[src/rtl/core/hmp_pkg.sv]
// hmp_pkg: shared types and constants for the hash message padder
// used by hmp_front, hmp_queue, hmp_back and hash_message_padder_core
package hmp_pkg;

  localparam int WORD_W       = 64;
  localparam int BYTE_COUNT_W = 61;
  localparam int POS_W        = 4;
  localparam int MODE_W       = 2;
  localparam int VBYTES_W     = 4;
  localparam int CFG_DATA_W   = 32;
  localparam int CFG_ADDR_W   = 3;
  localparam int QUEUE_DEPTH_DEFAULT = 2;

  localparam logic [MODE_W-1:0] MODE_MD5    = 2'd0;
  localparam logic [MODE_W-1:0] MODE_SHA256 = 2'd1;

  // register index 0 lives at byte address 0, index bit is paddr[2]
  localparam logic REG_HASH_MODE = 1'b0;

  localparam logic [POS_W-1:0] POS_LAST_NARROW = 4'd7;
  localparam logic [POS_W-1:0] POS_LAST_WIDE   = 4'd15;
  localparam logic [POS_W-1:0] POS_LEN_NARROW  = 4'd7;
  localparam logic [POS_W-1:0] POS_LEN_WIDE    = 4'd14;

  localparam logic [WORD_W-1:0] MARKER_WORD = 64'h8000_0000_0000_0000;

  // one queued word plus everything the back end needs to finish it
  typedef struct packed {
    logic [WORD_W-1:0] word;
    logic [WORD_W-1:0] len;
    logic [POS_W-1:0]  pos;
    logic              wide;
    logic              last;
    logic              marker_done;
  } hmp_entry_t;

  typedef enum logic {
    ST_HEAD,
    ST_PAD
  } hmp_state_t;

endpackage

[src/rtl/core/hash_message_padder_core.sv]
// hash_message_padder_core: pads a 64-bit word stream for md5, sha-256 or sha-512
// an accepted word is written into the queue, then registered into the output word by the back end
// throughput: one output word per cycle while m_tready is high; a last word is followed
// by its padding words up to the length word, all emitted by the back end
// reset: rst synchronous, clears counters, queue and output; hash_mode to sha-256
// depends on hmp_pkg, hmp_front, hmp_queue, hmp_back
module hash_message_padder_core #(
  parameter int QUEUE_DEPTH = hmp_pkg::QUEUE_DEPTH_DEFAULT
) (
  input  logic                           clk,
  input  logic                           rst,
  input  logic                           psel,
  input  logic                           penable,
  input  logic                           pwrite,
  input  logic [hmp_pkg::CFG_ADDR_W-1:0] paddr,
  input  logic [hmp_pkg::CFG_DATA_W-1:0] pwdata,
  output logic [hmp_pkg::CFG_DATA_W-1:0] prdata,
  output logic                           pready,
  input  logic                           s_tvalid,
  output logic                           s_tready,
  input  logic [63:0]                    s_tdata,  // data_word[63:0]
  input  logic [3:0]                     s_tuser,  // valid_bytes[3:0]
  input  logic                           s_tlast,
  output logic                           m_tvalid,
  input  logic                           m_tready,
  output logic [63:0]                    m_tdata,  // out_word[63:0]
  output logic                           m_tuser,  // block_end
  output logic                           m_tlast
);
  import hmp_pkg::*;

  logic [MODE_W-1:0] hash_mode;
  logic              push;
  hmp_entry_t        push_entry;
  logic              queue_full;
  logic              pop;
  logic              head_valid;
  hmp_entry_t        head_entry;

  assign pready = 1'b1;

  always_ff @(posedge clk) begin
    if (rst) begin
      hash_mode <= MODE_SHA256;
    end else if (psel && penable && pwrite && pready && (paddr[2] == REG_HASH_MODE)) begin
      hash_mode <= pwdata[MODE_W-1:0];
    end
  end

  assign prdata = (paddr[2] == REG_HASH_MODE) ? {{(CFG_DATA_W-MODE_W){1'b0}}, hash_mode} : '0;

  hmp_front u_front (
    .clk         (clk),
    .rst         (rst),
    .hash_mode   (hash_mode),
    .in_valid    (s_tvalid),
    .in_ready    (s_tready),
    .data_word   (s_tdata),
    .valid_bytes (s_tuser),
    .last_word   (s_tlast),
    .push        (push),
    .push_entry  (push_entry),
    .queue_full  (queue_full)
  );

  hmp_queue #(
    .DEPTH (QUEUE_DEPTH)
  ) u_queue (
    .clk        (clk),
    .rst        (rst),
    .push       (push),
    .push_entry (push_entry),
    .full       (queue_full),
    .pop        (pop),
    .head_valid (head_valid),
    .head_entry (head_entry)
  );

  hmp_back u_back (
    .clk         (clk),
    .rst         (rst),
    .head_valid  (head_valid),
    .head_entry  (head_entry),
    .pop         (pop),
    .out_valid   (m_tvalid),
    .out_ready   (m_tready),
    .out_word    (m_tdata),
    .block_end   (m_tuser),
    .message_end (m_tlast)
  );

endmodule

[src/rtl/core/hmp_front.sv]
// hmp_front: accepts message words, keeps the byte and block counters,
// builds the last word and length field; depends on hmp_pkg
module hmp_front (
  input  logic                         clk,
  input  logic                         rst,
  input  logic [hmp_pkg::MODE_W-1:0]   hash_mode,
  input  logic                         in_valid,
  output logic                         in_ready,
  input  logic [hmp_pkg::WORD_W-1:0]   data_word,
  input  logic [hmp_pkg::VBYTES_W-1:0] valid_bytes,
  input  logic                         last_word,
  output logic                         push,
  output hmp_pkg::hmp_entry_t          push_entry,
  input  logic                         queue_full
);
  import hmp_pkg::*;

  logic [BYTE_COUNT_W-1:0] byte_count;
  logic [POS_W-1:0]        word_in_block;
  logic                    wide;
  logic [POS_W-1:0]        pos;
  logic [POS_W-1:0]        pos_max;
  logic [VBYTES_W-1:0]     v_sat;
  logic [VBYTES_W-1:0]     v_eff;
  logic [BYTE_COUNT_W-1:0] byte_sum;
  logic [WORD_W-1:0]       len_raw;
  logic [WORD_W-1:0]       len_swapped;
  logic [WORD_W-1:0]       last_data;

  assign wide     = hash_mode[1];
  assign pos      = wide ? word_in_block : {1'b0, word_in_block[POS_W-2:0]};
  assign pos_max  = wide ? POS_LAST_WIDE : POS_LAST_NARROW;
  assign v_sat    = (valid_bytes > 4'd8) ? 4'd8 : valid_bytes;
  assign v_eff    = last_word ? v_sat : 4'd8;
  assign byte_sum = byte_count + {{(BYTE_COUNT_W-VBYTES_W){1'b0}}, v_eff};
  assign len_raw  = {byte_sum, 3'b000};

  always_comb begin
    for (int i = 0; i < 8; i++) begin
      len_swapped[8*i +: 8] = len_raw[8*(7-i) +: 8];
      // byte i counts from the top of the word
      if (4'(i) < v_sat) begin
        last_data[WORD_W-8-8*i +: 8] = data_word[WORD_W-8-8*i +: 8];
      end else if (4'(i) == v_sat) begin
        last_data[WORD_W-8-8*i +: 8] = 8'h80;
      end else begin
        last_data[WORD_W-8-8*i +: 8] = 8'h00;
      end
    end
  end

  assign in_ready = !queue_full;
  assign push     = in_valid && in_ready;

  always_comb begin
    push_entry.word        = last_word ? last_data : data_word;
    push_entry.len         = (hash_mode == MODE_MD5) ? len_swapped : len_raw;
    push_entry.pos         = pos;
    push_entry.wide        = wide;
    push_entry.last        = last_word;
    push_entry.marker_done = v_sat < 4'd8;
  end

  always_ff @(posedge clk) begin
    if (rst) begin
      byte_count    <= '0;
      word_in_block <= '0;
    end else if (push) begin
      if (last_word) begin
        byte_count    <= '0;
        word_in_block <= '0;
      end else begin
        byte_count    <= byte_sum;
        word_in_block <= (pos == pos_max) ? '0 : pos + 4'd1;
      end
    end
  end

endmodule

[src/rtl/core/hmp_queue.sv]
// hmp_queue: small register queue between front and back end
// depends on hmp_pkg for the entry type
module hmp_queue #(
  parameter int DEPTH = hmp_pkg::QUEUE_DEPTH_DEFAULT
) (
  input  logic                clk,
  input  logic                rst,
  input  logic                push,
  input  hmp_pkg::hmp_entry_t push_entry,
  output logic                full,
  input  logic                pop,
  output logic                head_valid,
  output hmp_pkg::hmp_entry_t head_entry
);
  import hmp_pkg::*;

  localparam int PTR_W = (DEPTH > 1) ? $clog2(DEPTH) : 1;
  localparam int CNT_W = $clog2(DEPTH + 1);
  localparam logic [PTR_W-1:0] PTR_LAST = PTR_W'(DEPTH - 1);
  localparam logic [CNT_W-1:0] CNT_FULL = CNT_W'(DEPTH);

  hmp_entry_t       mem [DEPTH];
  logic [PTR_W-1:0] wr_ptr;
  logic [PTR_W-1:0] rd_ptr;
  logic [CNT_W-1:0] count;
  logic             do_push;
  logic             do_pop;

  assign full       = (count == CNT_FULL);
  assign head_valid = (count != '0);
  assign head_entry = mem[rd_ptr];
  assign do_push    = push && !full;
  assign do_pop     = pop && head_valid;

  always_ff @(posedge clk) begin
    if (do_push) begin
      mem[wr_ptr] <= push_entry;
    end
  end

  always_ff @(posedge clk) begin
    if (rst) begin
      wr_ptr <= '0;
      rd_ptr <= '0;
      count  <= '0;
    end else begin
      if (do_push) begin
        wr_ptr <= (wr_ptr == PTR_LAST) ? '0 : wr_ptr + 1'b1;
      end
      if (do_pop) begin
        rd_ptr <= (rd_ptr == PTR_LAST) ? '0 : rd_ptr + 1'b1;
      end
      if (do_push && !do_pop) begin
        count <= count + 1'b1;
      end else if (do_pop && !do_push) begin
        count <= count - 1'b1;
      end
    end
  end

endmodule

[src/rtl/core/hmp_back.sv]
// hmp_back: emits queued words and runs the padding sequence to the length word
// depends on hmp_pkg
module hmp_back (
  input  logic                       clk,
  input  logic                       rst,
  input  logic                       head_valid,
  input  hmp_pkg::hmp_entry_t        head_entry,
  output logic                       pop,
  output logic                       out_valid,
  input  logic                       out_ready,
  output logic [hmp_pkg::WORD_W-1:0] out_word,
  output logic                       block_end,
  output logic                       message_end
);
  import hmp_pkg::*;

  hmp_state_t        state;
  hmp_state_t        state_next;
  logic [POS_W-1:0]  pos;
  logic [POS_W-1:0]  pos_next;
  logic              marker_done;
  logic              marker_done_next;
  logic              final_blk;
  logic              final_blk_next;
  logic              load;
  logic [WORD_W-1:0] word_w;
  logic              be_w;
  logic              me_w;
  logic [POS_W-1:0]  pos_max;
  logic [POS_W-1:0]  pos_len;
  logic [POS_W-1:0]  pos_cur;

  assign pos_max = head_entry.wide ? POS_LAST_WIDE : POS_LAST_NARROW;
  assign pos_len = head_entry.wide ? POS_LEN_WIDE : POS_LEN_NARROW;
  assign pos_cur = (state == ST_HEAD) ? head_entry.pos : pos;

  always_comb begin
    state_next       = state;
    pos_next         = pos;
    marker_done_next = marker_done;
    final_blk_next   = final_blk;
    pop              = 1'b0;
    load             = 1'b0;
    word_w           = head_entry.word;
    be_w             = (pos_cur == pos_max);
    me_w             = 1'b0;
    if (head_valid && (!out_valid || out_ready)) begin
      load = 1'b1;
      unique case (state)
        ST_HEAD: begin
          if (!head_entry.last) begin
            pop = 1'b1;
          end else begin
            marker_done_next = head_entry.marker_done;
            final_blk_next   = head_entry.marker_done && (pos_cur < pos_len);
            state_next       = ST_PAD;
          end
        end
        ST_PAD: begin
          priority if (!marker_done) begin
            word_w           = MARKER_WORD;
            marker_done_next = 1'b1;
            final_blk_next   = pos_cur < pos_len;
          end else if (final_blk && (pos_cur == pos_max)) begin
            word_w = head_entry.len;
            me_w   = 1'b1;
          end else begin
            word_w = '0;
          end
          if (me_w) begin
            pop        = 1'b1;
            state_next = ST_HEAD;
          end
        end
        default: begin
          state_next = ST_HEAD;
        end
      endcase
      // advance the block position within the padding run
      if (state_next == ST_PAD) begin
        if (pos_cur == pos_max) begin
          pos_next = '0;
          if (marker_done_next) begin
            final_blk_next = 1'b1;
          end
        end else begin
          pos_next = pos_cur + 4'd1;
        end
      end
    end
  end

  always_ff @(posedge clk) begin
    if (rst) begin
      state     <= ST_HEAD;
      out_valid <= 1'b0;
    end else begin
      state <= state_next;
      if (load) begin
        out_valid <= 1'b1;
      end else if (out_ready) begin
        out_valid <= 1'b0;
      end
    end
  end

  always_ff @(posedge clk) begin
    pos         <= pos_next;
    marker_done <= marker_done_next;
    final_blk   <= final_blk_next;
    if (load) begin
      out_word    <= word_w;
      block_end   <= be_w;
      message_end <= me_w;
    end
  end

endmodule

[config.mk]
export PLATFORM = sky130hd
export DESIGN_NAME = hash_message_padder_core
export DESIGN_NICKNAME = d
export VERILOG_FILES = /design/src/rtl/core/hmp_pkg.sv /design/src/rtl/core/hash_message_padder_core.sv /design/src/rtl/core/hmp_front.sv /design/src/rtl/core/hmp_queue.sv /design/src/rtl/core/hmp_back.sv
export SDC_FILE = /design/constraint.sdc
export NUM_CORES = 1
export LEC_CHECK = 0
export BUFFER_PORTS_ARGS = -buffer_cell sky130_fd_sc_hd__clkbuf_2
export CAP_MARGIN = 20
export CORE_MARGIN = 5
export CORE_UTILIZATION = 54
export CTS_BUF_LIST = sky130_fd_sc_hd__clkbuf_16
export CTS_CLUSTER_SIZE = 25
export DETAILED_ROUTE_END_ITERATION = 10
export PLACE_DENSITY_LB_ADDON = 0.2
export REMOVE_ABC_BUFFERS = 1
export SETUP_SLACK_MARGIN = 0.1
export SLEW_MARGIN = 15
export SYNTH_ARGS = -nofsm -noshare
export SYNTH_HDL_FRONTEND = slang
export SYNTH_HIERARCHICAL = 1
export SYNTH_SLANG_ARGS = --single-unit
export TNS_END_PERCENT = 1
[constraint.sdc]
create_clock -name clk -period 5 [get_ports clk]
set_input_delay 0.75 -clock clk [delete_from_list [all_inputs] [get_ports clk]]
set_output_delay 0.75 -clock clk [all_outputs]
set_load 0.005 [all_outputs]
# Yosys cells after proc, flatten, opt, wreduce, memory -nomap -nowiden
# Memory sizes are Yosys's and may differ from the RTL's. A register that Yosys moved wholly into a read port is not among the register bits.
# Cells that the tools add are included.
[word_totals]
reg_bits = 145
mem_bits_rw = 270
input_bits = 111
word_cells = 133
mem_count = 1
[classes]
add_sub_neg = 7
magnitude_cmp = 11
eq_ne = 10
n_mux = 65
bitwise = 2
reduce_logical = 23
[mem_list]
columns = ["memory", "words", "width", "read_ports", "rd_clocked_by_memory_dff", "wr", "line", "rtl"]
rows = [
  ["u_queue.mem", 2, 135, 1, 1, 1, "hmp_queue.sv:22", "hmp_entry_t mem [DEPTH];"],
]
[ops]
columns = ["operator", "n"]
rows = [
  ["$mux W64", 6],
  ["$mux W8", 16],
  ["$add A61 B4 Y61", 1],
  ["$mux W61", 1],
  ["$mux W4", 9],
  ["$mux W1", 26],
  ["$eq A3 B4 Y1 const A", 4],
  ["$lt A3 B4 Y1 const A", 4],
  ["$logic_and A1 B1 Y1", 11],
  ["$add A4 B1 Y4 const B", 2],
  ["$eq A2 B4 Y1 const A", 2],
  ["$eq A4 B4 Y1", 2],
  ["$lt A1 B4 Y1 const A", 2],
  ["$lt A2 B4 Y1 const A", 2],
  ["$pmux W1 S2", 4],
  ["$mux W2", 3],
  ["$reduce_bool A2 Y1", 3],
  ["$eq A1 B4 Y1 const A", 1],
  ["$gt A4 B4 Y1 const B", 1],
  ["$logic_not A1 Y1", 4],
  ["$logic_not A4 Y1", 1],
  ["$lt A4 B4 Y1", 1],
  ["$lt A4 B4 Y1 const B", 1],
  ["$reduce_and A2 Y1", 2],
  ["7 further kinds", 9],
]

# Longest topological paths before layout
[logic_depth]
ltp_word = 14
mapped_depth = 14
ltp_nobuf = 11

# Hierarchy
# Netlist, hierarchy kept.
[modules_own_cells]
columns = ["mod", "n_inst", "cells_each", "area_per_inst_um2", "seq_area_each_um2"]
rows = [
  ["hmp_queue", 1, 445, 10152.2, 8207.9],
  ["hmp_front", 1, 874, 6209.7, 1301.2],
  ["hmp_back", 1, 196, 3151.8, 2202.1],
  ["hash_message_padder_core", 1, 44, 347.8, 40.0],
]

# Least setup slack after synthesis
# OpenSTA, ideal clock, no wires.
[synth_timing]
kind = "input-to-reg"
startpoint = "input s_tvalid"
endpoint = "memory u_queue/mem[1][0] in the netlist's numbering, enable pin"
setup_ns = 0.511
t_arrival_ns = 4.540
required_time_ns = 4.489
setup_slack_ns = -0.050
path_stages = 6
path_cell_list = "nand2_1 -> inv_1 -> clkbuf_1 -> inv_1 -> nor2_1 -> and2_1"
[synth_via]
elab_chain_cells = 4
[synth_rtl]
columns = ["element", "line", "rtl"]
rows = [
  ["start: declaration", "hash_message_padder_core.sv:19", "input logic s_tvalid,"],
  ["$logic_and A1 B1 Y1", "hmp_front.sv:53", "assign push = in_valid && in_ready;"],
  ["net push", "hash_message_padder_core.sv:33", "logic push;"],
  ["$logic_and A1 B1 Y1", "hmp_queue.sv:32", "assign do_push = push && !full;"],
  ["$mux W1", "hmp_queue.sv:36", "if (do_push) begin"],
  ["$mux W1 (implied by the code)", "hmp_queue.sv:37", "mem[wr_ptr] <= push_entry;"],
  ["end: declaration", "hmp_queue.sv:22", ""],
]
# The timed path passes the listed nets, and every way through them passes these cells.

==> reports/metrics.cfg <==
[routing]
wire_per_inst_microns=22.0
route.detailed.drc=0
top_layer=met4
vias=13300
wirelength_microns=48400
ant_nets=0
drt_iter0_drc=1035
wl_met2_microns=23200
m1WireLength_microns=20900
firstDrtPassIters=7
via_per_inst=6.04
met3_length_microns=2740

[worst_setup_path]
critPathKind=in -> reg
worstSetupStartpoint=s_tlast
r2r_slack_ns=1.75
start_kind=input port
crit_path_end_kind=register
required_ns=5.41
cp.arrival_ns=3.71
cp_max_fo=26
r2r-end=u_queue/count[1]
endpoint=u_queue/mem[1][63]
rr_worst_depth=11

[grt]
overflow=0
track_usage_pct=23.2
grt_start_max_net_pins=66
antenna_found_initial=1
grt_pass1_wl_microns=74600
grt_pass1_vias=13200

[worst_hold_path]
whs_path_depth=3
hold_path.class=in -> reg

[placed_design]
placed_area_sq_um=21100
gp_congestion=0.950
dp.cells=2119
port_buffers=148
hpwl_microns=32500

[floorplanning]
die_area_sq_um=40700
fp.coreArea_sq_um=36400
rows=70
fp.dieW_microns=202
initial_core_util_pct=54.5
die_h_microns=202
io-pin-count=212

[finish]
fin_cells=2201
syn2layout_area_growth_pct=12.9
nNetsFinal=1817
fin_area_sq_um=22400
utilization_pct=61.6
drive_gt1_share_pct=25.2

[timing]
clock.fmax_mhz=303
worst_clock_skew_ns=0.0147
slew_violations=0
hold_viol_final=0
grt_setup_unrepaired=no
period_minus_slack_ns=3.30
setup_violations=0
relSlewSlack_pct=28.3
finalCritPeriodShare_pct=66.0
setup_tns_ns=0
tightestPinTransition_ns=1.07

[logic_synthesis]
synth_cell_type_count=75
synth_seq_area_share_pct=59.2
synth_edf_count=342
synth_commonest_cells=edfxtp_1 (342), mux2_2 (91), nand2_1 (79), nor2_1 (77), dfxtp_1 (74)
yosys_warnings=6
yosys.cell_count.top_type=edfxtp_1
syn_inst=1559
syn_area_per_cell_sq_um=12.7
synthTopCellsByArea=edfxtp_1 (52%), dfxtp_1 (7.5%), mux2_2 (5.2%)
synth_ff_type=edfxtp_1
async_flop_share_pct=0
post-synth-top-area-fraction_pct=51.7
syn-cell-area_sq_um=19900
yosysTopAreaCell=edfxtp_1
ys_ff_latch=416

[run]
cap_violations=0

[clock_network]
cts_sinks=416
clk_pin_slew_ns=0.06
cts_buffers=44
worstSkewPairLatency_ns=0.56
cts_setup_buffers=0
root_buffer=clkbuf_16
cts_tree=built
cts_buffer_depth=3
htree_levels=2
post_cts_resize_count=0
hold_buffers=0

[power_and_ir_drop]
power_density_nw_per_um2=446
leakagePower_nw=8.32
ir_drop_mv=0.452

[run_status]
outcome=complete, no violations

[worst min-delay path by stage]
| stage | startpoint | end | slack, ns |
|---|---|---|---|
| finish | pwdata[1] | hash_mode[1] | 0.43 |
| global route | pwdata[1] | hash_mode[1] | 0.45 |
| CTS | pwdata[1] | hash_mode[1] | 0.40 |
| detailed placement | u_front/byte_count[0] | u_front/byte_count[0] | 0.48 |
| global placement | u_front/word_in_block[3] | u_front/word_in_block[3] | 0.47 |
| floorplan | u_front/word_in_block[3] | u_front/word_in_block[3] | 0.45 |
[layout make-up]
cell class / instances / area [sq um]
Antenna cell: 2 / 5.00
Clock inverter: 35 / 249
Fill cell: 2842 / 14000
Sequential cell: 416 / 11800
Multi-Input combinational cell: 1006 / 7350
Tap cell: 468 / 586
Timing Repair Buffer: 207 / 1270
Clock buffer: 45 / 1130
Inverter: 22 / 88.8
[metrics by stage]
step / hold WS (ns) / worst slack, ns / total power (W)
2_1_floorplan: 0.447 / -2.57 / 0.00626
3_3_place_gp: 0.465 / 1.20 / 0.00691
3_5_place_dp: 0.479 / 1.16 / 0.00699
4_1_cts: 0.405 / 1.70 / 0.0101
5_1_grt: 0.449 / 1.51 / 0.0105
6_report: 0.433 / 1.70 / 0.0100
[flip-flops by register name, summed over array words and instances, names as in the netlist, 2 cells and up, named ones only]
| register | flops |
|---|---|
| u_front/word_in_block | 4 |
| u_queue/count | 2 |
| u_queue/mem | 270 |
| u_front/byte_count | 61 |
| u_back/out_word | 64 |
| u_back/pos | 4 |
| hash_mode | 2 |
[power breakdown]
group | switching, W | internal (W)
logic | 0.00113 | 0.000934
registers | 0.000197 | 0.00462
clock network | 0.00132 | 0.00179
total | 0.00265 | 0.00735
[critical path: stages]
cell and delay [ns]:
clkbuf_2 0.11, inv_1 0.12, nor2_1 0.14, inv_1 0.18
ha_1 0.45, o21ai_0 0.18, o21ba_2 0.44, or4_4 0.71
or4_1 0.49, nand2_1 0.12
[cell families (layout without fill, tap and decap cells)]
group | count (synthesis) | in the layout | synth area share [%]
fa+ha+maj | 9 | 9 | 0.605
xor+xnor | 42 | 42 | 1.85
buf+inv | 166 | 309 | 4.48
flops | 416 | 416 | 59.2
other cells | 2 | 33 | 0.0378
mux | 179 | 179 | 10.9
compound gates | 278 | 278 | 9.75
simple gates | 467 | 467 | 13.2
[placed cells by master (no fill, tap or decap), drive strengths merged, types with 4 or more instances in the layout]
master,n
o31ai,6
clkinv,21
a21oi,47
a22oi,10
dfxtp,74
nand3,42
a21o,6
and4,14
nor3,26
nor2b,17
a32oi,4
xor2,15
a21boi,4
edfxtp,342
buf,59
nor4,39
nand2,79
o21a,4
mux2,142
nand3b,5
xnor2,27
a211oi,4
clkbuf,193
conb,31
and3,20
a22o,64
ha,8
or4,20
nor2,77
mux2i,37
inv,30
nand4,31
or3,17
o211ai,9
a31oi,41
o311ai,6
and2,55
o21ai,45
nand2b,8
[per-layer routing]
layer	vias up	global-route usage, %
li1	6209	-
met1	6564	31.9
met2	428	37.8
met3	89	3.69
met4	0	8.15
met5	-	0
No activity file was read; power rests on OpenSTA's default activity.
